$ cat config.mk
export PLATFORM = sky130hd
export DESIGN_NAME = hex_dump_crc16_framer_flat
export DESIGN_NICKNAME = d
export VERILOG_FILES = /design/src/rtl/core/hdcf_pkg.sv /design/src/rtl/core/hdcf_if.sv /design/src/rtl/core/hdcf_front.sv /design/src/rtl/core/hdcf_queue.sv /design/src/rtl/core/hdcf_back.sv /design/src/rtl/core/hex_dump_crc16_framer.sv /design/src/flat_wrapper.sv
export VERILOG_INCLUDE_DIRS = /design/src /design/src/rtl/core
export SDC_FILE = /design/constraint.sdc
export NUM_CORES = 1
export LEC_CHECK = 0
export BUFFER_PORTS_ARGS = -buffer_cell sky130_fd_sc_hd__buf_2
export CORE_ASPECT_RATIO = 0.5
export CORE_MARGIN = 8
export CORE_UTILIZATION = 45
export DETAILED_ROUTE_END_ITERATION = 10
export HOLD_SLACK_MARGIN = 0.08
export MAX_ROUTING_LAYER = met4
export SYNTH_ARGS = -nofsm -noshare
export SYNTH_HDL_FRONTEND = slang
export SYNTH_SLANG_ARGS = --single-unit
$ cat constraint.sdc
create_clock -name clock -period 2.6 [get_ports clock]
set_clock_uncertainty 0.15 [all_clocks]
set_input_delay 0.52 -clock clock [delete_from_list [all_inputs] [get_ports clock]]
set_output_delay 0.52 -clock clock [all_outputs]
set_load 0.01 [all_outputs]
$ cat src/rtl/core/hex_dump_crc16_framer_defines.svh
// Assertion macros shared by the hex dump framer RTL.
`ifndef HEX_DUMP_CRC16_FRAMER_DEFINES_SVH
`define HEX_DUMP_CRC16_FRAMER_DEFINES_SVH

// Same-cycle implication, sampled on clock and masked during reset.
`define HDCF_ASSERT_IMP(label, ante, cons, msg) \
   label: assert property (@(posedge clock) disable iff (reset) (ante) |-> (cons)) \
      else $error(msg);

// Next-cycle implication, sampled on clock and masked during reset.
`define HDCF_ASSERT_NXT(label, ante, cons, msg) \
   label: assert property (@(posedge clock) disable iff (reset) (ante) |=> (cons)) \
      else $error(msg);

`endif

$ cat src/rtl/core/hdcf_pkg.sv
// Shared types, constants and helper functions of the hex dump framer.
package hdcf_pkg;

   // Default configuration
   localparam int BYTES_PER_LINE_DEF = 16;
   localparam int QUEUE_DEPTH_DEF    = 2;

   // CRC-16, reflected form
   localparam logic [15:0] CRC_POLY = 16'h8408;
   localparam logic [15:0] CRC_INIT = 16'hFFFF;

   // ASCII codes
   localparam logic [7:0] CH_M  = 8'h4D;
   localparam logic [7:0] CH_P  = 8'h50;
   localparam logic [7:0] CH_0  = 8'h30;
   localparam logic [7:0] CH_A  = 8'h61;
   localparam logic [7:0] CH_CR = 8'h0D;
   localparam logic [7:0] CH_LF = 8'h0A;

   // One classified byte, handed from front to back
   typedef struct packed {
      logic        header;   // emit "MP" first
      logic        brk;      // emit CR LF before the digits
      logic        last;     // emit the CRC trailer after the digits
      logic [7:0]  data;
      logic [15:0] fin_crc;  // inverted CRC, used only when last is set
   } entry_type;

   // Queue head as seen by the back end
   typedef struct packed {
      logic      valid;
      entry_type entry;
   } head_type;

   // Character slots of the back-end sequencer
   typedef enum logic [3:0] {
      SL_M,
      SL_P,
      SL_CR_LINE,
      SL_LF_LINE,
      SL_HI,
      SL_LO,
      SL_CR_TAIL,
      SL_LF_TAIL,
      SL_CRC3,
      SL_CRC2,
      SL_CRC1,
      SL_CRC0,
      SL_CR_END,
      SL_LF_END
   } slot_type;

   // Lower-case hex digit of a nibble
   function automatic logic [7:0] hex_char(input logic [3:0] nib);
      logic [7:0] wide;
      wide = {4'b0000, nib};
      if (nib < 4'd10) begin
         hex_char = CH_0 + wide;
      end else begin
         hex_char = CH_A + wide - 8'd10;
      end
   endfunction

   // Fold one byte into the CRC, LSB first
   function automatic logic [15:0] crc_fold(input logic [15:0] crc, input logic [7:0] v);
      logic [15:0] c;
      c = crc;
      for (int i = 0; i < 8; i++) begin
         if ((c[0] ^ v[i]) == 1'b1) begin
            c = (c >> 1) ^ CRC_POLY;
         end else begin
            c = c >> 1;
         end
      end
      crc_fold = c;
   endfunction

endpackage

$ cat src/rtl/core/hdcf_if.sv
// Valid/ready channel interfaces for log bytes and ASCII characters.
interface hdcf_req_if;
   logic       valid;
   logic       ready;
   logic [7:0] data_byte;
   logic       last_byte;

   modport source (output valid, output data_byte, output last_byte, input ready);
   modport sink   (input valid, input data_byte, input last_byte, output ready);
endinterface

interface hdcf_rsp_if;
   logic       valid;
   logic       ready;
   logic [7:0] out_char;
   logic       end_of_dump;

   modport source (output valid, output out_char, output end_of_dump, input ready);
   modport sink   (input valid, input out_char, input end_of_dump, output ready);
endinterface

$ cat src/rtl/core/hdcf_front.sv
// Front end: accepts log bytes, tracks line position and CRC, classifies each byte.
module hdcf_front #(
   parameter int BYTES_PER_LINE = hdcf_pkg::BYTES_PER_LINE_DEF
) (
   input  logic                  clock,
   input  logic                  reset,
   hdcf_req_if.sink              req_chan,
   input  logic                  q_full,
   output logic                  push,
   output hdcf_pkg::entry_type   push_entry
);

   localparam int POS_W = $clog2(BYTES_PER_LINE);
   localparam logic [POS_W-1:0] POS_LAST = POS_W'(BYTES_PER_LINE - 1);

   logic [POS_W-1:0] pos_ff, pos_in;
   logic [15:0]      crc_ff, crc_in;
   logic             hdr_ff, hdr_in;
   logic [15:0]      crc_next;

   // Accept whenever the queue has room
   assign req_chan.ready = !q_full;
   assign push           = req_chan.valid && !q_full;

   // Classify the incoming transaction
   always_comb begin
      crc_next            = hdcf_pkg::crc_fold(crc_ff, req_chan.data_byte);
      push_entry.header   = !hdr_ff;
      push_entry.brk      = (pos_ff == '0);
      push_entry.last     = req_chan.last_byte;
      push_entry.data     = req_chan.data_byte;
      push_entry.fin_crc  = ~crc_next;
   end

   // Dump state update; the last byte returns it to the start values
   always_comb begin
      pos_in = pos_ff;
      crc_in = crc_ff;
      hdr_in = hdr_ff;
      if (push) begin
         if (req_chan.last_byte) begin
            pos_in = '0;
            crc_in = hdcf_pkg::CRC_INIT;
            hdr_in = 1'b0;
         end else begin
            pos_in = (pos_ff == POS_LAST) ? '0 : pos_ff + 1'b1;
            crc_in = crc_next;
            hdr_in = 1'b1;
         end
      end
   end

   always_ff @(posedge clock) begin
      if (reset) begin
         pos_ff <= '0;
         crc_ff <= hdcf_pkg::CRC_INIT;
         hdr_ff <= 1'b0;
      end else begin
         pos_ff <= pos_in;
         crc_ff <= crc_in;
         hdr_ff <= hdr_in;
      end
   end

endmodule

$ cat src/rtl/core/hdcf_queue.sv
// Short FIFO of classified bytes between front and back end.
`include "hex_dump_crc16_framer_defines.svh"

module hdcf_queue #(
   parameter int DEPTH = hdcf_pkg::QUEUE_DEPTH_DEF
) (
   input  logic                clock,
   input  logic                reset,
   input  logic                push,
   input  hdcf_pkg::entry_type push_entry,
   output logic                full,
   input  logic                pop,
   output hdcf_pkg::head_type  head
);

   localparam int PTR_W = $clog2(DEPTH);
   localparam int CNT_W = $clog2(DEPTH + 1);
   localparam logic [PTR_W-1:0] PTR_LAST = PTR_W'(DEPTH - 1);
   localparam logic [CNT_W-1:0] CNT_FULL = CNT_W'(DEPTH);

   hdcf_pkg::entry_type entries_ff [DEPTH];
   logic [PTR_W-1:0]    wr_ptr_ff, wr_ptr_in;
   logic [PTR_W-1:0]    rd_ptr_ff, rd_ptr_in;
   logic [CNT_W-1:0]    count_ff, count_in;

   assign full        = (count_ff == CNT_FULL);
   assign head.valid  = (count_ff != '0);
   assign head.entry  = entries_ff[rd_ptr_ff];

   // Pointer and fill count
   always_comb begin
      wr_ptr_in = wr_ptr_ff;
      rd_ptr_in = rd_ptr_ff;
      count_in  = count_ff;
      if (push) begin
         wr_ptr_in = (wr_ptr_ff == PTR_LAST) ? '0 : wr_ptr_ff + 1'b1;
      end
      if (pop) begin
         rd_ptr_in = (rd_ptr_ff == PTR_LAST) ? '0 : rd_ptr_ff + 1'b1;
      end
      if (push && !pop) begin
         count_in = count_ff + 1'b1;
      end else if (pop && !push) begin
         count_in = count_ff - 1'b1;
      end
   end

   always_ff @(posedge clock) begin
      if (reset) begin
         wr_ptr_ff <= '0;
         rd_ptr_ff <= '0;
         count_ff  <= '0;
      end else begin
         wr_ptr_ff <= wr_ptr_in;
         rd_ptr_ff <= rd_ptr_in;
         count_ff  <= count_in;
      end
   end

   // Entry storage
   always_ff @(posedge clock) begin
      if (push) begin
         entries_ff[wr_ptr_ff] <= push_entry;
      end
   end

   `HDCF_ASSERT_IMP(a_no_push_full, push, !full, "queue written while full")
   `HDCF_ASSERT_IMP(a_no_pop_empty, pop, head.valid, "queue read while empty")
   `HDCF_ASSERT_IMP(a_count_range, 1'b1, count_ff <= CNT_FULL, "queue count out of range")

endmodule

$ cat src/rtl/core/hdcf_back.sv
// Back end: sequences the ASCII characters of each byte into the output register.
`include "hex_dump_crc16_framer_defines.svh"

module hdcf_back (
   input  logic               clock,
   input  logic               reset,
   input  hdcf_pkg::head_type head,
   output logic               pop,
   hdcf_rsp_if.source         rsp_chan
);

   hdcf_pkg::slot_type slot_ff, slot_in;
   hdcf_pkg::slot_type cur_slot, next_slot, first_slot;
   logic               busy_ff, busy_in;
   logic               valid_ff, valid_in;
   logic [7:0]         char_ff, char_in;
   logic               eod_ff, eod_in;
   logic               load, emit, done, eod_next;
   logic [7:0]         char_next;

   assign rsp_chan.valid       = valid_ff;
   assign rsp_chan.out_char    = char_ff;
   assign rsp_chan.end_of_dump = eod_ff;

   // Output register can take a character when empty or being drained
   assign load = !valid_ff || rsp_chan.ready;
   assign emit = load && head.valid;
   assign pop  = emit && done;

   // Slot decode: character, successor, and end of this byte
   always_comb begin
      first_slot = head.entry.header ? hdcf_pkg::SL_M :
                   head.entry.brk    ? hdcf_pkg::SL_CR_LINE : hdcf_pkg::SL_HI;
      cur_slot   = busy_ff ? slot_ff : first_slot;
      next_slot  = cur_slot;
      char_next  = hdcf_pkg::CH_LF;
      done       = 1'b0;
      eod_next   = 1'b0;
      unique case (cur_slot)
         hdcf_pkg::SL_M: begin
            char_next = hdcf_pkg::CH_M;
            next_slot = hdcf_pkg::SL_P;
         end
         hdcf_pkg::SL_P: begin
            char_next = hdcf_pkg::CH_P;
            next_slot = head.entry.brk ? hdcf_pkg::SL_CR_LINE : hdcf_pkg::SL_HI;
         end
         hdcf_pkg::SL_CR_LINE: begin
            char_next = hdcf_pkg::CH_CR;
            next_slot = hdcf_pkg::SL_LF_LINE;
         end
         hdcf_pkg::SL_LF_LINE: begin
            char_next = hdcf_pkg::CH_LF;
            next_slot = hdcf_pkg::SL_HI;
         end
         hdcf_pkg::SL_HI: begin
            char_next = hdcf_pkg::hex_char(head.entry.data[7:4]);
            next_slot = hdcf_pkg::SL_LO;
         end
         hdcf_pkg::SL_LO: begin
            char_next = hdcf_pkg::hex_char(head.entry.data[3:0]);
            next_slot = hdcf_pkg::SL_CR_TAIL;
            done      = !head.entry.last;
         end
         hdcf_pkg::SL_CR_TAIL: begin
            char_next = hdcf_pkg::CH_CR;
            next_slot = hdcf_pkg::SL_LF_TAIL;
         end
         hdcf_pkg::SL_LF_TAIL: begin
            char_next = hdcf_pkg::CH_LF;
            next_slot = hdcf_pkg::SL_CRC3;
         end
         hdcf_pkg::SL_CRC3: begin
            char_next = hdcf_pkg::hex_char(head.entry.fin_crc[15:12]);
            next_slot = hdcf_pkg::SL_CRC2;
         end
         hdcf_pkg::SL_CRC2: begin
            char_next = hdcf_pkg::hex_char(head.entry.fin_crc[11:8]);
            next_slot = hdcf_pkg::SL_CRC1;
         end
         hdcf_pkg::SL_CRC1: begin
            char_next = hdcf_pkg::hex_char(head.entry.fin_crc[7:4]);
            next_slot = hdcf_pkg::SL_CRC0;
         end
         hdcf_pkg::SL_CRC0: begin
            char_next = hdcf_pkg::hex_char(head.entry.fin_crc[3:0]);
            next_slot = hdcf_pkg::SL_CR_END;
         end
         hdcf_pkg::SL_CR_END: begin
            char_next = hdcf_pkg::CH_CR;
            next_slot = hdcf_pkg::SL_LF_END;
         end
         hdcf_pkg::SL_LF_END: begin
            char_next = hdcf_pkg::CH_LF;
            done      = 1'b1;
            eod_next  = 1'b1;
         end
         default: begin
            done = 1'b1;
         end
      endcase
   end

   // Sequencer and output register next values
   always_comb begin
      slot_in  = slot_ff;
      busy_in  = busy_ff;
      valid_in = valid_ff;
      char_in  = char_ff;
      eod_in   = eod_ff;
      if (emit) begin
         slot_in  = next_slot;
         busy_in  = !done;
         valid_in = 1'b1;
         char_in  = char_next;
         eod_in   = eod_next;
      end else if (rsp_chan.ready) begin
         valid_in = 1'b0;
      end
   end

   always_ff @(posedge clock) begin
      if (reset) begin
         slot_ff  <= hdcf_pkg::SL_M;
         busy_ff  <= 1'b0;
         valid_ff <= 1'b0;
      end else begin
         slot_ff  <= slot_in;
         busy_ff  <= busy_in;
         valid_ff <= valid_in;
      end
   end

   always_ff @(posedge clock) begin
      char_ff <= char_in;
      eod_ff  <= eod_in;
   end

   `HDCF_ASSERT_IMP(a_busy_has_item, busy_ff, head.valid, "byte in progress left the queue")
   `HDCF_ASSERT_IMP(a_last_ends_dump, pop && head.entry.last, eod_in, "last byte, no end flag")
   `HDCF_ASSERT_NXT(a_eod_is_lf, emit && eod_next, char_ff == hdcf_pkg::CH_LF, "end flag off LF")

endmodule

$ cat src/rtl/core/hex_dump_crc16_framer.sv
// Top level of the hex dump framer with CRC-16 trailer.
// Takes log bytes (with a last-byte mark) and gives one ASCII character per transaction:
// "MP" before the first byte of a dump, CR LF before every line of BYTES_PER_LINE bytes,
// two lower-case hex digits per byte, and after the last byte CR LF, the inverted
// CRC-16 (reflected 0x8408, start 0xFFFF) as four hex digits, and CR LF with
// end_of_dump set on that final LF; the next byte then starts a new dump. The character
// output register issues one character per cycle while the receiver is ready; a byte
// makes 2 characters in a line, 4 at a line start, 6 with the header; the trailer adds 8.
// The front end accepts a byte per cycle until its QUEUE_DEPTH-entry queue to the
// character sequencer fills; the output register lets it keep accepting while one waits.
module hex_dump_crc16_framer #(
   parameter int BYTES_PER_LINE = hdcf_pkg::BYTES_PER_LINE_DEF,
   parameter int QUEUE_DEPTH    = hdcf_pkg::QUEUE_DEPTH_DEF
) (
   input  logic        clock,
   input  logic        reset,
   hdcf_req_if.sink    req_chan,
   hdcf_rsp_if.source  rsp_chan
);

   logic                q_full;
   logic                push;
   logic                pop;
   hdcf_pkg::entry_type push_entry;
   hdcf_pkg::head_type  head;

   // Byte classification, line position and CRC
   hdcf_front #(
      .BYTES_PER_LINE (BYTES_PER_LINE)
   ) u_front (
      .clock      (clock),
      .reset      (reset),
      .req_chan   (req_chan),
      .q_full     (q_full),
      .push       (push),
      .push_entry (push_entry)
   );

   // Decoupling queue
   hdcf_queue #(
      .DEPTH (QUEUE_DEPTH)
   ) u_queue (
      .clock      (clock),
      .reset      (reset),
      .push       (push),
      .push_entry (push_entry),
      .full       (q_full),
      .pop        (pop),
      .head       (head)
   );

   // Character sequencer and output register
   hdcf_back u_back (
      .clock    (clock),
      .reset    (reset),
      .head     (head),
      .pop      (pop),
      .rsp_chan (rsp_chan)
   );

endmodule

$ cat src/flat_wrapper.sv
// flat-port wrapper written by rule: the top's interface ports become plain ports
module hex_dump_crc16_framer_flat 
#(
   parameter int BYTES_PER_LINE = hdcf_pkg::BYTES_PER_LINE_DEF,
   parameter int QUEUE_DEPTH    = hdcf_pkg::QUEUE_DEPTH_DEF
)
  (clock, reset, req_chan_valid, req_chan_data_byte, req_chan_last_byte, req_chan_ready, rsp_chan_valid, rsp_chan_out_char, rsp_chan_end_of_dump, rsp_chan_ready);
  hdcf_req_if req_chan_i ();
  hdcf_rsp_if rsp_chan_i ();
  input  logic clock;
  input  logic reset;
  input wire logic [$bits(req_chan_i.valid)-1:0] req_chan_valid;
  input wire logic [$bits(req_chan_i.data_byte)-1:0] req_chan_data_byte;
  input wire logic [$bits(req_chan_i.last_byte)-1:0] req_chan_last_byte;
  output wire logic [$bits(req_chan_i.ready)-1:0] req_chan_ready;
  output wire logic [$bits(rsp_chan_i.valid)-1:0] rsp_chan_valid;
  output wire logic [$bits(rsp_chan_i.out_char)-1:0] rsp_chan_out_char;
  output wire logic [$bits(rsp_chan_i.end_of_dump)-1:0] rsp_chan_end_of_dump;
  input wire logic [$bits(rsp_chan_i.ready)-1:0] rsp_chan_ready;
  assign req_chan_i.valid = req_chan_valid;
  assign req_chan_i.data_byte = req_chan_data_byte;
  assign req_chan_i.last_byte = req_chan_last_byte;
  assign req_chan_ready = req_chan_i.ready;
  assign rsp_chan_valid = rsp_chan_i.valid;
  assign rsp_chan_out_char = rsp_chan_i.out_char;
  assign rsp_chan_end_of_dump = rsp_chan_i.end_of_dump;
  assign rsp_chan_i.ready = rsp_chan_ready;
  hex_dump_crc16_framer #(.BYTES_PER_LINE(BYTES_PER_LINE), .QUEUE_DEPTH(QUEUE_DEPTH)) u_core (.clock(clock), .reset(reset), .req_chan(req_chan_i), .rsp_chan(rsp_chan_i));
endmodule
==> qor.txt <==
WL per Instance: 17.7 um
Highest Clock Rate: 412 MHz
Hold WC Path Type: in -> reg
Tightest Pin Transition: 663 ps
Horizontal extent of the die: 166 um
Global-route congestion overflow total: 0
Largest cells by area after synthesis: sky130_fd_sc_hd__edfxtp_1 (37%), sky130_fd_sc_hd__dfxtp_1 (13%), sky130_fd_sc_hd__mux2i_1 (5.0%)
Number of cells produced by synthesis: 461
Worst hold slack after final layout: 261 ps
Post-synthesis sequential area ratio: 0.497
Nature of the critical path endpoint: flop
RD Place Congestion: 0.832
Number of hold violations in the final report: 0
Area share of the largest cell type after synthesis: 0.369
First-pass GRT wire length: 18.1 mm
Post-Synthesis Cell Area: 5040 sq um
H-tree Lvls: 3
Number of nets still failing antenna checks after routing: 0
Worst path required time: 2540 ps
RSZ-0062 raised after global routing: no
Total die area: 15000 sq um
Share of the clock period used by the worst path after layout: 0.933
P&R area growth vs syn: 12.0%
Initial Utilization: 0.460
Clock Latency Late Sink: 340 ps
Setup Viol. Count Final: 0
Part of the total power dissipated in the clock network: 0.301
Final sum of negative setup slack: 0 ps
Top delay family on crit path: compound AO/OA/AOI/OAI gates
Synthesized area per cell: 10.9 sq um
Placement Rows: 27
Count of flip-flops with a built-in enable after synthesis: 62
Commonest non-fill, non-tap cell in the layout: sky130_fd_sc_hd__edfxtp_1
Buffers on Ports: 22
Syn Nets: 483
Number of flip-flops and latches in the synthesized netlist: 94
IO Count: 24
Buffer levels on the longest clock path: 2
Post-CTS clock slew at the launch and capture registers of the worst setup and hold paths: 70 ps
Number of warnings reported in the yosys synthesis log: 0
Worst path bufs/invs: 2
Leakage power total: 1.94 nW
Initial antenna violation count: 0
Count of TritonRoute iterations in the first routing pass: 4
Critical Path AT: 2360 ps
Clock net sink count: 94
Final slew viol count: 0
Cell taking the most area after synthesis: sky130_fd_sc_hd__edfxtp_1
Number of buffers inserted during clock tree synthesis: 9
Via/cell ratio: 5.48
Net switching power figure: 1.36 mW
Count of cells along the worst register-to-register path: 7
Largest net degree at the start of global routing: 37
Final WL: 11.4 mm
Worst setup path endpoint: u_core.u_back.rsp_chan.out_char[1]
Core Box Area: 10900 sq um
Number of cells on the worst hold path: 1
Startpoint-to-endpoint class of the critical path: reg -> reg
Share of final-layout standard cells stronger than drive strength 1: 0.184
Worst-path fanout max: 36
Leading register cell type out of synthesis: sky130_fd_sc_hd__edfxtp_1
Highest-count cells in the layout ignoring fill and taps: sky130_fd_sc_hd__edfxtp_1 (62), sky130_fd_sc_hd__nor2_1 (42), sky130_fd_sc_hd__a21oi_1 (35)
Headroom to the max-slew limit: 0.557
Quantity of hold-fixing buffers added after cts: 0
Internal reg-to-reg setup slack: 170 ps
Global routing usage summed across all routing layers: 0.156
Number of violations reported at the end of detailed-routing iteration 0: 283
Fraction of synthesis flops using an asynchronous set or reset pin: 0
Number of diodes added for antenna fixing: 0
Count of unique library cells instantiated by Yosys: 72
Run status: completed
Int Power: 3.06 mW
Cells resized by post-CTS repair: 0
Fraction of power spent switching nets: 0.308
Capture point of the worst reg-to-reg path: u_core.u_back.rsp_chan.out_char[1]
Relative contribution of sequential cells to total power: 0.454
Final routed DRC violation total: 0
Max cap viols: 0
Vias after detailed routing: 3530
Largest voltage drop on the vdd net: 0.000329 V
Areal power density over the cells: 784 nW/um^2
Crit path launch type: flop
Vert. Die Dim: 90.8 um
Fin crit period: 2430 ps
Highest cell delay on the worst timing path: 430 ps
Worst path depth: 7
Detailed-placement wirelength estimate: 8.46 mm
Power share of the combinational group: 0.245
Number of global-route vias before repair: 3312
Setup bufs post-CTS: 0
Layout Nets: 516
Cell at the root of the clock tree: sky130_fd_sc_hd__clkbuf_16
TritonCTS clock tree: built
Cells traversed along the worst timing path: buf_12, buf_4, mux2i_1, o21ai_0, a32o_1, a41oi_1, nand4_1
Slowest library cell on the worst path: sky130_fd_sc_hd__dfxtp_2
==> per-stage QoR <==
step / instance area, sq um / total power, mW / cells / utilization / setup slack, ps
5_1_grt: 5650 / 4.66 / 644 / 0.516 / 16.5
3_3_place_gp: 5350 / 3.12 / 628 / 0.488 / 209
3_5_place_dp: 5350 / 3.13 / 628 / 0.488 / 172
4_1_cts: 5650 / 4.47 / 644 / 0.516 / 168
6_report: 5650 / 4.43 / 644 / 0.516 / 174
2_1_floorplan: 5040 / 2.75 / 461 / - / 159
==> cells by family (layout without fill, tap and decap cells) <==
group,Yosys count,count (layout),share of synthesized area
and+or+nand+nor,149,149,0.159
AOI/OAI and AO/OA,105,105,0.141
DFF,94,94,0.497
buffers and inverters,36,74,0.0434
xor gates and xnor gates,35,35,0.0668
muxes,32,32,0.0695
adders and majority gates,9,9,0.0223
other,1,1,0.000744
==> power by group through the flow <==
| stage | registers, mW | logic, mW | clock network (mW) |
|---|---|---|---|
| 6_report | 2.01 | 1.08 | 1.33 |
| 3_5_place_dp | 2.04 | 1.08 | 0 |
| 3_3_place_gp | 2.04 | 1.08 | 0 |
| 2_1_floorplan | 2.01 | 0.747 | 0 |
| 5_1_grt | 2.04 | 1.20 | 1.43 |
| 4_1_cts | 2.01 | 1.09 | 1.37 |
==> metal layers <==
layer | track usage | routed length, um
met1 | 0.230 | 6250
met5 | - | 0
met4 | 0.0387 | 106
met3 | 0.0417 | 532
met2 | 0.203 | 4480
==> cells in the mapped netlist (5+ instances only) <==
cell type,count
sky130_fd_sc_hd__ha_1,9
sky130_fd_sc_hd__dfxtp_1,32
sky130_fd_sc_hd__or2_1,8
sky130_fd_sc_hd__xnor2_1,21
sky130_fd_sc_hd__mux2i_1,25
sky130_fd_sc_hd__nand2b_1,13
sky130_fd_sc_hd__clkbuf_1,7
sky130_fd_sc_hd__o21ai_0,17
sky130_fd_sc_hd__a21oi_1,35
sky130_fd_sc_hd__nor3b_1,5
sky130_fd_sc_hd__xor2_1,10
sky130_fd_sc_hd__inv_1,13
sky130_fd_sc_hd__o22ai_1,5
sky130_fd_sc_hd__nor2_1,43
sky130_fd_sc_hd__nand3_1,6
sky130_fd_sc_hd__nand2_1,25
sky130_fd_sc_hd__buf_2,5
sky130_fd_sc_hd__edfxtp_1,62
sky130_fd_sc_hd__o2bb2ai_1,5
sky130_fd_sc_hd__nor3_1,9
sky130_fd_sc_hd__a211oi_1,5
sky130_fd_sc_hd__a22oi_1,5
sky130_fd_sc_hd__nor4_1,5
==> worst register-to-register path: cells and delay by family (launching register included) <==
family | cells | cell delay (ps)
AOI/OAI and AO/OA | 3 | 660
buffers and inverters | 2 | 500
DFF | 1 | 430
muxes | 1 | 350
and+or+nand+nor | 1 | 100
==> registers in the layout, indices dropped and copies added, names as in the netlist, named ones only <==
name                                flops
u_core.u_back.busy_ff                   1
u_core.u_front.crc_ff                  16
u_core.u_queue.rd_ptr_ff                1
u_core.u_back.rsp_chan.out_char         7
u_core.u_queue.count_ff                 2
u_core.u_front.pos_ff                   4
u_core.u_queue.wr_ptr_ff                1
u_core.u_back.rsp_chan.end_of_dump      1
u_core.u_front.hdr_ff                   1
u_core.u_back.rsp_chan.valid            1
u_core.u_queue.entries_ff              54
u_core.u_back.slot_ff                   4
==> worst min path at each step <==
stage / slack [ps] / endpoint / start
final: 260 / u_core.u_queue.entries_ff[1][22] / req_chan_data_byte[6]
after global routing: 250 / u_core.u_queue.entries_ff[0][22] / req_chan_data_byte[6]
after CTS: 250 / u_core.u_queue.entries_ff[0][18] / req_chan_data_byte[2]
after detailed placement: 300 / u_core.u_front.hdr_ff / u_core.u_front.hdr_ff
after global placement: 300 / u_core.u_front.hdr_ff / u_core.u_front.hdr_ff
after floorplan: 290 / u_core.u_front.hdr_ff / u_core.u_front.hdr_ff
==> cell type report <==
class                   instances  area, sq um
clock buffers                  10          229
fillers                       985         5300
flip-flops and latches         94         2500
clock inverters                 6         70.1
repair buffers                 44          288
inverters                      14         52.6
well taps                     145          181
multi-input cells             331         2320
(Power assumes the default switching activity.)
